==> config.mk <==
export PLATFORM = sky130hd
export DESIGN_NAME = winding_spindle_pace_controller_core
export DESIGN_NICKNAME = d
export VERILOG_FILES = /design/src/wspc_pkg.sv /design/src/wspc_update.sv /design/src/winding_spindle_pace_controller_core.sv
export SDC_FILE = /design/constraint.sdc
export NUM_CORES = 1
export LEC_CHECK = 0
export ABC_AREA = 1
export BUFFER_PORTS_ARGS = -buffer_cell sky130_fd_sc_hd__buf_4
export CAP_MARGIN = 20
export CORE_MARGIN = 4
export CORE_UTILIZATION = 25
export CTS_BUF_LIST = sky130_fd_sc_hd__clkbuf_16
export CTS_CLUSTER_SIZE = 20
export DETAILED_ROUTE_END_ITERATION = 10
export PLACE_DENSITY_LB_ADDON = 0.15
export RECOVER_POWER = 25
export SLEW_MARGIN = 20
export SYNTH_ARGS = -nofsm -noshare
export SYNTH_HDL_FRONTEND = slang
export SYNTH_SLANG_ARGS = --single-unit
==> constraint.sdc <==
create_clock -name clock -period 3.8 [get_ports clock]
set_clock_uncertainty 0.15 [all_clocks]
set_input_delay 0.19 -clock clock [delete_from_list [all_inputs] [get_ports clock]]
set_output_delay 0.19 -clock clock [all_outputs]
set_load 0.1 [all_outputs]
==> src/wspc_pkg.sv <==
// ----------------------------------------------------------------------------
// Spindle pace controller package
// Shared types and constants for the winding spindle pace controller.
// ----------------------------------------------------------------------------
package wspc_pkg;

   localparam int unsigned PULSES_PER_TURN = 15;
   localparam int unsigned PULSES_PER_STEP = 3;

   localparam int unsigned TURN_PHASE_W = $clog2(PULSES_PER_TURN + 1);
   localparam int unsigned STEP_PHASE_W = $clog2(PULSES_PER_STEP + 1);

   localparam logic [TURN_PHASE_W-1:0] TURN_PHASE_LAST = TURN_PHASE_W'(PULSES_PER_TURN - 1);
   localparam logic [STEP_PHASE_W-1:0] STEP_PHASE_LAST = STEP_PHASE_W'(PULSES_PER_STEP - 1);

   localparam logic [31:0] PERIOD_RESET = 32'd400;
   localparam logic [7:0]  DUTY_RESET   = 8'd255;
   localparam logic [7:0]  DUTY_MAX     = 8'd255;
   localparam logic [7:0]  DUTY_MIN     = 8'd0;

   // event codes
   localparam logic [1:0] MODE_START = 2'd0;
   localparam logic [1:0] MODE_HALL  = 2'd1;
   localparam logic [1:0] MODE_STOP  = 2'd2;

   typedef struct packed {
      logic [1:0]  mode;
      logic [15:0] rotation_count;
      logic [31:0] time_us;
   } req_type;

   typedef struct packed {
      logic [7:0]  motor_duty;
      logic        running;
      logic        guide_step;
      logic        run_done;
      logic [15:0] turns_done;
   } rsp_type;

   // pulse count is kept as whole turns plus pulses into the current turn
   typedef struct packed {
      logic                    active;
      logic [15:0]             turns;
      logic [TURN_PHASE_W-1:0] turn_phase;
      logic [STEP_PHASE_W-1:0] step_phase;
      logic [15:0]             rot_target;
      logic [31:0]             last_edge_time;
      logic                    edge_seen;
      logic [7:0]              duty_level;
   } state_type;

   localparam state_type STATE_RESET = '{duty_level: DUTY_RESET, default: '0};

endpackage

==> src/wspc_update.sv <==
// ----------------------------------------------------------------------------
// Spindle pace update
// Next-state and response logic for one event transfer.
// ----------------------------------------------------------------------------
module wspc_update (
   input  wspc_pkg::state_type cur_state,
   input  wspc_pkg::req_type   req,
   input  logic [31:0]         pulse_period_us,
   output wspc_pkg::state_type nxt_state,
   output wspc_pkg::rsp_type   rsp
);
   import wspc_pkg::*;

   state_type   nxt;
   logic        step;
   logic        done;
   logic [31:0] pace;

   assign pace = req.time_us - cur_state.last_edge_time;

   always_comb begin
      nxt  = cur_state;
      step = 1'b0;
      done = 1'b0;
      case (req.mode)
         MODE_START: begin
            if (!cur_state.active) begin
               nxt.turns          = '0;
               nxt.turn_phase     = '0;
               nxt.step_phase     = '0;
               nxt.last_edge_time = '0;
               nxt.edge_seen      = 1'b0;
               nxt.rot_target     = req.rotation_count;
               nxt.active         = 1'b1;
            end
         end
         MODE_HALL: begin
            if (cur_state.active) begin
               if (cur_state.turn_phase == TURN_PHASE_LAST) begin
                  nxt.turn_phase = '0;
                  nxt.turns      = cur_state.turns + 16'd1;
               end else begin
                  nxt.turn_phase = cur_state.turn_phase + TURN_PHASE_W'(1);
               end
               if (cur_state.step_phase == STEP_PHASE_LAST) begin
                  nxt.step_phase = '0;
                  step           = 1'b1;
               end else begin
                  nxt.step_phase = cur_state.step_phase + STEP_PHASE_W'(1);
               end
               // turns*PPT+phase >= rot*PPT  <=>  turns >= rot
               if (nxt.turns >= cur_state.rot_target) begin
                  nxt.active = 1'b0;
                  done       = 1'b1;
               end else begin
                  if (cur_state.edge_seen) begin
                     if (pace > pulse_period_us && cur_state.duty_level != DUTY_MAX) begin
                        nxt.duty_level = cur_state.duty_level + 8'd1;
                     end else if (pace < pulse_period_us &&
                                  cur_state.duty_level != DUTY_MIN) begin
                        nxt.duty_level = cur_state.duty_level - 8'd1;
                     end
                  end
                  nxt.last_edge_time = req.time_us;
                  nxt.edge_seen      = 1'b1;
               end
            end
         end
         MODE_STOP: begin
            nxt.active = 1'b0;
         end
         default: begin
         end
      endcase
   end

   assign nxt_state      = nxt;
   assign rsp.motor_duty = nxt.active ? nxt.duty_level : 8'd0;
   assign rsp.running    = nxt.active;
   assign rsp.guide_step = step;
   assign rsp.run_done   = done;
   assign rsp.turns_done = nxt.turns;

endmodule

==> src/winding_spindle_pace_controller_core.sv <==
// ----------------------------------------------------------------------------
// Winding spindle pace controller
// Latency: a response is valid in the cycle after its event transfer.
// Throughput: one event per cycle while the response side does not stall; state
// and the response register update together, so back-to-back events see each other's state.
// Reset (synchronous): idle, pulse count clear, duty 255, period 400 us.
// ----------------------------------------------------------------------------
module winding_spindle_pace_controller_core (
   input  logic               clock,
   input  logic               reset,
   input  logic               req_valid,
   output logic               req_ready,
   input  wspc_pkg::req_type  req_data,
   output logic               rsp_valid,
   input  logic               rsp_ready,
   output wspc_pkg::rsp_type  rsp_data,
   input  logic               csr_write_en,
   input  logic [31:0]        csr_write_data
);
   import wspc_pkg::*;

   state_type   state_ff;
   state_type   state_in;
   rsp_type     rsp_data_ff;
   rsp_type     rsp_data_in;
   logic        rsp_valid_ff;
   logic        rsp_valid_in;
   logic [31:0] period_ff;
   logic [31:0] period_in;
   logic        req_xfer;

   // output register frees up when its contents are taken
   assign req_ready = !rsp_valid_ff || rsp_ready;
   assign req_xfer  = req_valid && req_ready;

   wspc_update u_update (
      .cur_state       (state_ff),
      .req             (req_data),
      .pulse_period_us (period_ff),
      .nxt_state       (state_in),
      .rsp             (rsp_data_in)
   );

   assign rsp_valid_in = req_xfer || (rsp_valid_ff && !rsp_ready);
   assign period_in    = csr_write_en ? csr_write_data : period_ff;

   always_ff @(posedge clock) begin
      if (reset) begin
         state_ff                <= STATE_RESET;
         rsp_valid_ff            <= 1'b0;
         period_ff               <= PERIOD_RESET;
      end else begin
         if (req_xfer) begin
            state_ff <= state_in;
         end
         rsp_valid_ff <= rsp_valid_in;
         period_ff    <= period_in;
      end
   end

   always_ff @(posedge clock) begin
      if (req_xfer) begin
         rsp_data_ff <= rsp_data_in;
      end
   end

   assign rsp_valid = rsp_valid_ff;
   assign rsp_data  = rsp_data_ff;

endmodule

==> results of run 1 <==
-- cell type report --
| class | instances | area (um2) | share of cell area, % |
|---|---|---|---|
| clock buffers | 17 | 425 | 3.32 |
| clock inverters | 15 | 128 | 0.997 |
| inverters | 193 | 724 | 5.66 |
| multi-input cells | 877 | 5520 | 43.1 |
| flip-flops and latches | 140 | 3080 | 24.0 |
| well taps | 461 | 577 | 4.50 |
| repair buffers | 283 | 2360 | 18.4 |
-- cell families after synthesis --
logic type	after synthesis	synth area share [%]
simple gates	445	21.3
buf+inv	231	10.1
xor+xnor	46	4.50
compound gates	300	17.6
flops	140	34.3
fa+ha+maj	86	12.1
-- cell usage in the layout, fill, tap and decap left out, drive strengths merged, types with 3 or more instances in the layout --
master	n
a21o	4
a21oi	166
a31oi	6
buf	167
clkbuf	44
clkinv	5
clkinvlp	4
dfxtp	113
dlygate4sd3	88
edfxtp	27
ha	85
inv	198
nand2	281
nand3	54
nand4	12
nor2	69
nor3	18
nor4	3
o21a	5
o21ai	103
o21bai	4
o22ai	5
xnor2	7
xor2	39
-- worst max-delay path: stages --
cell and delay (ns):
dlygate4sd3_1 0.53, buf_4 0.14, ha_1 0.32, nand2_1 0.08
nand2_1 0.11, a31oi_4 0.16, nor2_1 0.07, nor2_2 0.13
o211ai_1 0.11, buf_4 0.17, a21oi_2 0.13, xor2_1 0.22
ha_1 0.30, nand2_1 0.09, nor2_2 0.04, and2b_2 0.23
a21oi_4 0.22, buf_6 0.15, nand3b_1 0.11, nand2_1 0.08
nand2_1 0.05, nand2_1 0.08, a21oi_1 0.07
-- report_power, final --
part           internal, mW  switching [mW]  total (mW)
registers              1.59          0.0393        1.63
logic                 0.489           0.753        1.24
clock network         0.899           0.715        1.61
total                  2.98            1.51        4.49
-- state kept, by name, summed over array words and instances (netlist names) --
signal / cells
period_ff: 32
rsp_data: 27
rsp_valid: 1
state_ff: 80
-- routing by layer --
metal  vias up  share of wire, %  wire length [um]
met4         0               1.1               292
met5         -                 0                 0
li1       4623                 -                 -
met3        17               2.8               758
met2       120                49             13400
met1      3971                47             13100
-- per-stage QoR --
step | setup TNS (ns) | std cells
2_1_floorplan | 0 | 1248
3_3_place_gp | -1.98 | 1857
3_5_place_dp | -2.92 | 1857
4_1_cts | -0.00730 | 1980
5_1_grt | -1.85 | 1986
6_report | 0 | 1986
-- repair_timing --
action                                  in CTS  in global routing
gates cloned                                 0                  2
hold endpoints to repair                    81                  0
gates resized for setup                     25                 98
setup buffers                                2                  7
endpoints found under the setup margin      16                 46
hold buffers                                89                  0
pin swaps                                    9                 31
-- worst paths after layout --
kind / slack (ns) / startpoint / end / cells after the start
hold / removal: 0.06 / req_data[49] / rsp_data[18]$_DFFE_PP_ / 4
setup / recovery: 0.05 / req_data[14] / rsp_data[24]$_SDFFCE_PN0P_ / 23
hold reg to reg: 0.31 / state_ff[28]$_SDFFE_PP0P_ / state_ff[28]$_SDFFE_PP0P_ / 2
setup reg to reg: 0.08 / state_ff[9]$_SDFFE_PP0P_ / rsp_data[24]$_SDFFCE_PN0P_ / 25
==> reports/results.tsv, run 1 <==
stage	metric	value	unit
global_routing	grt_max_degree	66	
die	io_pins	116	
drt	wl_per_cell	13.9	um
drt	routed_via_density	4.40	
synthesis	synth_top_area_cell	dfxtp_1	
synthesis	synth_cell_type_count	50	
die	die_height	197	um
cells_and_area	fin_util	36.2	%
pwr	irDropWorstVdd	312	uV
timing	tightest_slew	1.25	ns
die	core_area	0.0354	mm2
die	fp.dieArea	0.0389	mm2
clock_tree	cts.sinks	140	
pwr	leakage	5.54	nW
setup_path	critPathLaunchType	primary input	
clock_tree	clk_pin_slew	0.06	ns
timing	max_slew_margin	16.8	%
synthesis	ys_ff_latch	140	
pwr	power.density	351	mW/mm2
timing	fin_crit_sh	98.6	%
timing	rsz0062_at_grt	yes	
setup_path	worstPathRequired	3.84	ns
die	die_w	197	um
pwr	totalPowerFinal	4.49	mW
timing	fin_crit	3.75	ns
clock_tree	ctsLongestPathBuffers	2	
global_routing	grt_pass1_vias	8518	
clock_tree	cts_tree	done	
timing	finalHoldWorstSlack	0.0649	ns
synthesis	syn_inst	1248	
global_routing	overflow	0	
run	max_cap_violations	0	
synthesis	synth.most_common_cell	nand2_1	
cells_and_area	diodes	0	
setup_path	crit_type	primary input to register	
global_routing	grt.busiest_layer	met2	
setup_path	critPathMaxFanout	5	
die	rows	69	
timing	fmax	0.267	GHz
cells_and_area	fin_nets	1685	
synthesis	synth.area.top_cells	dfxtp_1 (25%), ha_1 (12%), nand2_1 (12%), a21oi_1 (9.2%), edfxtp_1 (9.1%)	
synthesis	syn-cell-area	0.00895	mm2
clock_tree	htreeDepth	4	
synthesis	avgSynthCellArea	7.17	um2
synthesis	ys_seq_area_share	34.3	%
synthesis	synth_enable_flop_cells	27	
cells_and_area	syn_to_final_growth	43.1	%
synthesis	synthTopCellsByCount	nand2_1 (277), inv_1 (189), a21oi_1 (165)	
global_routing	use_met3	2.47	%
timing	finalHoldViolCount	0	
drt	ant_nets	0	
clock_tree	root_buffer	clkbuf_16	
timing	setup_violations	0	
die	start_util	25.3	%
drt	routed_wl	27500	um
drt	routed-via-count	8731	
placement	place.gp.congestion	0.861	
placement	port_buffers	115	
timing	slew_viol_final	0	
timing	final.setup.worst_slack	0.0540	ns
synthesis	async_flop_share	0	%
global_routing	grt_use_met2	24.0	%
cells_and_area	nFillCells	3779	
synthesis	synthesis.nets	1421	
placement	dp_slack	-0.263	ns
global_routing	antenna_found_initial	0	
setup_path	cp.arrival	3.79	ns
global_routing	grt_pass1_wl	43200	um
drt	drcViolationCount	0	
synthesis	synthFlopType	dfxtp_1	
clock_tree	cts_buffers	17	
synthesis	ys_warn_count	0	
cells_and_area	design_area	0.0128	mm2
global_routing	grt_use_met1	17.9	%
cells_and_area	drive_gt1_share	20.7	%
worst_hold_path	hp-class	primary input to register	
drt	drtPass1Iterations	5	
placement	dp_hpwl	19900	um
clock_tree	clk_latency	0.44	ns
status	outcome	finished, final reports clean	
synthesis	synth_top_area_share	25.3	%
placement	placed_area	0.0108	mm2
global_routing	grtUsageTotal	13.9	%
setup_path	cp-end-kind	register	
drt	drt_iter0_drc	298	
Note: power is estimated with default switching activity, not from simulation.
==> inputs of run 2 (changes only) <==
- GPL_TIMING_DRIVEN: default -> 0
==> run 2 against run 1 <==
Power grew 1.7%. Critical path type is now register to register. Worst hold slack gained 0.018 ns. Wire length up 5.6%. Cell count shrank 0.20%. Sequential power about the same. Critical endpoint is now rsp_data[25]$_SDFFCE_PN0P_. Clock power is essentially flat.
==> reports/results.tsv, run 2 (synthesis results as in run 1) <==
stage	metric	value	unit	change
placement	placed_area	0.0104	mm2	-3.4%
drt	drt_iter0_drc	397		+33%
die	io_pins	116		unchanged
run	max_cap_violations	0		unchanged
clock_tree	cts_tree	done		
global_routing	grtUsageTotal	14.8	%	+0.91 points
die	die_w	197	um	unchanged
global_routing	use_met3	2.49	%	+0.017 points
die	rows	69		unchanged
clock_tree	root_buffer	clkbuf_16		
timing	finalSetupTns	0	ns	unchanged
setup_path	critPathLaunchType	register		
setup_path	cp.arrival	3.83	ns	+0.04 ns
drt	routed-via-count	8809		+0.89%
cells_and_area	syn_to_final_growth	43.8	%	
timing	tightest_slew	1.22	ns	-0.0346 ns
global_routing	grt.busiest_layer	met2		
timing	fmax	0.264	GHz	-1.0%
cells_and_area	final_common_cell	nand2_1		
clock_tree	ctsLongestPathBuffers	2		unchanged
pwr	power_switching	1.51	mW	+0.36%
timing	max_slew_margin	19.1	%	+2.3 points
timing	finalHoldWorstSlack	0.0833	ns	+0.0184 ns
cells_and_area	stdcell_count	1982		-0.20%
global_routing	grt_use_met2	25.7	%	+1.7 points
die	die_height	197	um	unchanged
cells_and_area	largest-register	state_ff		
timing	fin_crit	3.79	ns	+0.0396 ns
clock_tree	htreeDepth	4		unchanged
placement	dp_hpwl	21800	um	+9.1%
pwr	irDropWorstVdd	334	uV	+7.1%
timing	rsz0062_at_grt	yes		
drt	drcViolationCount	0		unchanged
worst_hold_path	hp-class	primary input to register		
pwr	switching_share	33.1	%	-0.44 points
timing	fin_crit_sh	99.6	%	+1.0 points
placement	place.gp.congestion	0.875		+1.6%
timing	finalHoldViolCount	0		unchanged
pwr	leakage	5.44	nW	-1.9%
pwr	totalPowerFinal	4.57	mW	+1.7%
global_routing	antenna_found_initial	0		unchanged
drt	wl_per_cell	14.7	um	+5.8%
timing	slew_viol_final	0		unchanged
die	fp.dieArea	0.0389	mm2	unchanged
global_routing	grt_use_met1	19.0	%	+1.2 points
pwr	clkPwrFrac	35.7	%	-0.2 points
setup_path	worst-r2r-cell-count	27		+8.0%
clock_tree	cts_buffers	17		unchanged
setup_path	worstPathRequired	3.84	ns	about the same
pwr	power.density	355	mW/mm2	+1.2%
setup_path	crit_type	register to register		
drt	routed_via_density	4.44		+1.1%
clock_tree	cts.sinks	140		unchanged
pwr	p_int	3.05	mW	+2.4%
clock_tree	clk_latency	0.44	ns	about the same
pwr	pwr-share-comb	28.6	%	+0.9 points
drt	routed_wl	29100	um	+5.6%
die	core_area	0.0354	mm2	unchanged
clock_tree	clk_pin_slew	0.06	ns	about the same
setup_path	ff2ff_setup_slack	0.01	ns	-0.07 ns
status	outcome	finished, final reports clean		
cells_and_area	design_area	0.0129	mm2	+0.48%
die	start_util	25.3	%	unchanged
global_routing	grt_max_degree	20		-70%
global_routing	grt_pass1_vias	8683		+1.9%
drt	ant_nets	0		unchanged
setup_path	critPathMaxFanout	4		-1
placement	place_inst	1825		-1.7%
placement	port_buffers	115		unchanged
cells_and_area	final_cell_mix	nand2_1 (247), inv_1 (188), a21oi_1 (141)		
drt	drtPass1Iterations	5		unchanged
timing	setup_violations	0		unchanged
global_routing	overflow	0		unchanged
cells_and_area	drive_gt1_share	20.1	%	-0.54 points
cells_and_area	largest_reg_flops	80		unchanged
cells_and_area	diodes	0		unchanged
setup_path	cp-end-kind	register		
worst_hold_path	hold_depth	3		-1
pwr	power.share.sequential	35.7	%	-0.7 points
global_routing	grt_pass1_wl	45400	um	+5.1%
cells_and_area	fin_nets	1682		-0.18%
==> run 2: changes by cell type in the layout (fill, tap and decap cells not counted), moves of 4 or more <==
cell	delta
nand2_1	-13
buf_4	-39
nand2_2	+9
clkbuf_1	+30
nand3_1	-4
buf_6	+4
==> run 2: worst max-delay path, stage by stage, from the launching register on <==
cell and delay, ns:
dfxtp_2 0.34, ha_4 0.14, inv_4 0.04, fa_2 0.35, nand3_2 0.07, nand2_2 0.08
a21oi_4 0.23, o21ai_4 0.13, a21oi_2 0.18, inv_1 0.06, nand4_1 0.12, nand2_1 0.07
nand2_1 0.09, nand2_2 0.08, ha_4 0.27, nand2_2 0.05, nor2_4 0.09, and2b_2 0.21
nand3_4 0.10, nor2_4 0.15, nor2_4 0.05, buf_4 0.14, nand3_2 0.06, nand2_2 0.07
nand2_2 0.07, nand2_2 0.06, nand2_2 0.09, nor2_1 0.04
==> run 2: layout make-up <==
cell class	instances	area (um2)
flip-flops and latches	140	3080
well taps	461	577
clock inverters	14	131
fillers	3812	22500
repair buffers	242	2020
inverters	193	737
plain buffers	38	188
multi-input cells	877	5710
clock buffers	17	425
==> run 2: path summary, 6_finish.rpt <==
| kind | startpoint | to |
|---|---|---|
| hold reg to reg | state_ff[26]$_SDFFE_PP0P_ | state_ff[26]$_SDFFE_PP0P_ |
| hold / removal | req_data[49] | rsp_data[18]$_DFFE_PP_ |
| setup / recovery | state_ff[9]$_SDFFE_PP0P_ | rsp_data[25]$_SDFFCE_PN0P_ |
| setup reg to reg | state_ff[9]$_SDFFE_PP0P_ | rsp_data[25]$_SDFFCE_PN0P_ |
==> run 2: per-stage QoR <==
| stage | setup slack, ns | utilization [%] |
|---|---|---|
| 6_report | 0.0144 | 36.4 |
| 5_1_grt | -0.220 | 36.4 |
| 4_1_cts | -0.131 | 34.8 |
| 3_5_place_dp | -0.953 | 29.4 |
| 3_3_place_gp | -0.945 | 29.3 |
| 2_1_floorplan | 0.0611 | - |
==> run 2: power groups by stage <==
stage | Combinational (mW) | Clock (mW) | Sequential, mW
global route | 1.45 | 1.75 | 1.64
detailed placement | 1.03 | 0 | 1.66
CTS | 1.22 | 1.68 | 1.63
floorplan | 0.559 | 0 | 1.81
global placement | 1.02 | 0 | 1.66
finish | 1.31 | 1.63 | 1.63
==> run 2: layer usage <==
layer / part of all wire (%) / wire length (um)
met5: 0 / 0
met4: 1.4 / 416
met3: 3.3 / 949
met2: 48 / 14100
met1: 47 / 13600
==> run 2: repair_timing <==
item                       in CTS  in global routing
hold buffers                   89                  0
resized for setup              70                108
pin swaps                      29                 50
setup endpoints to repair      49                 51
hold endpoints to repair       81                  0
buffers inserted               16                 21
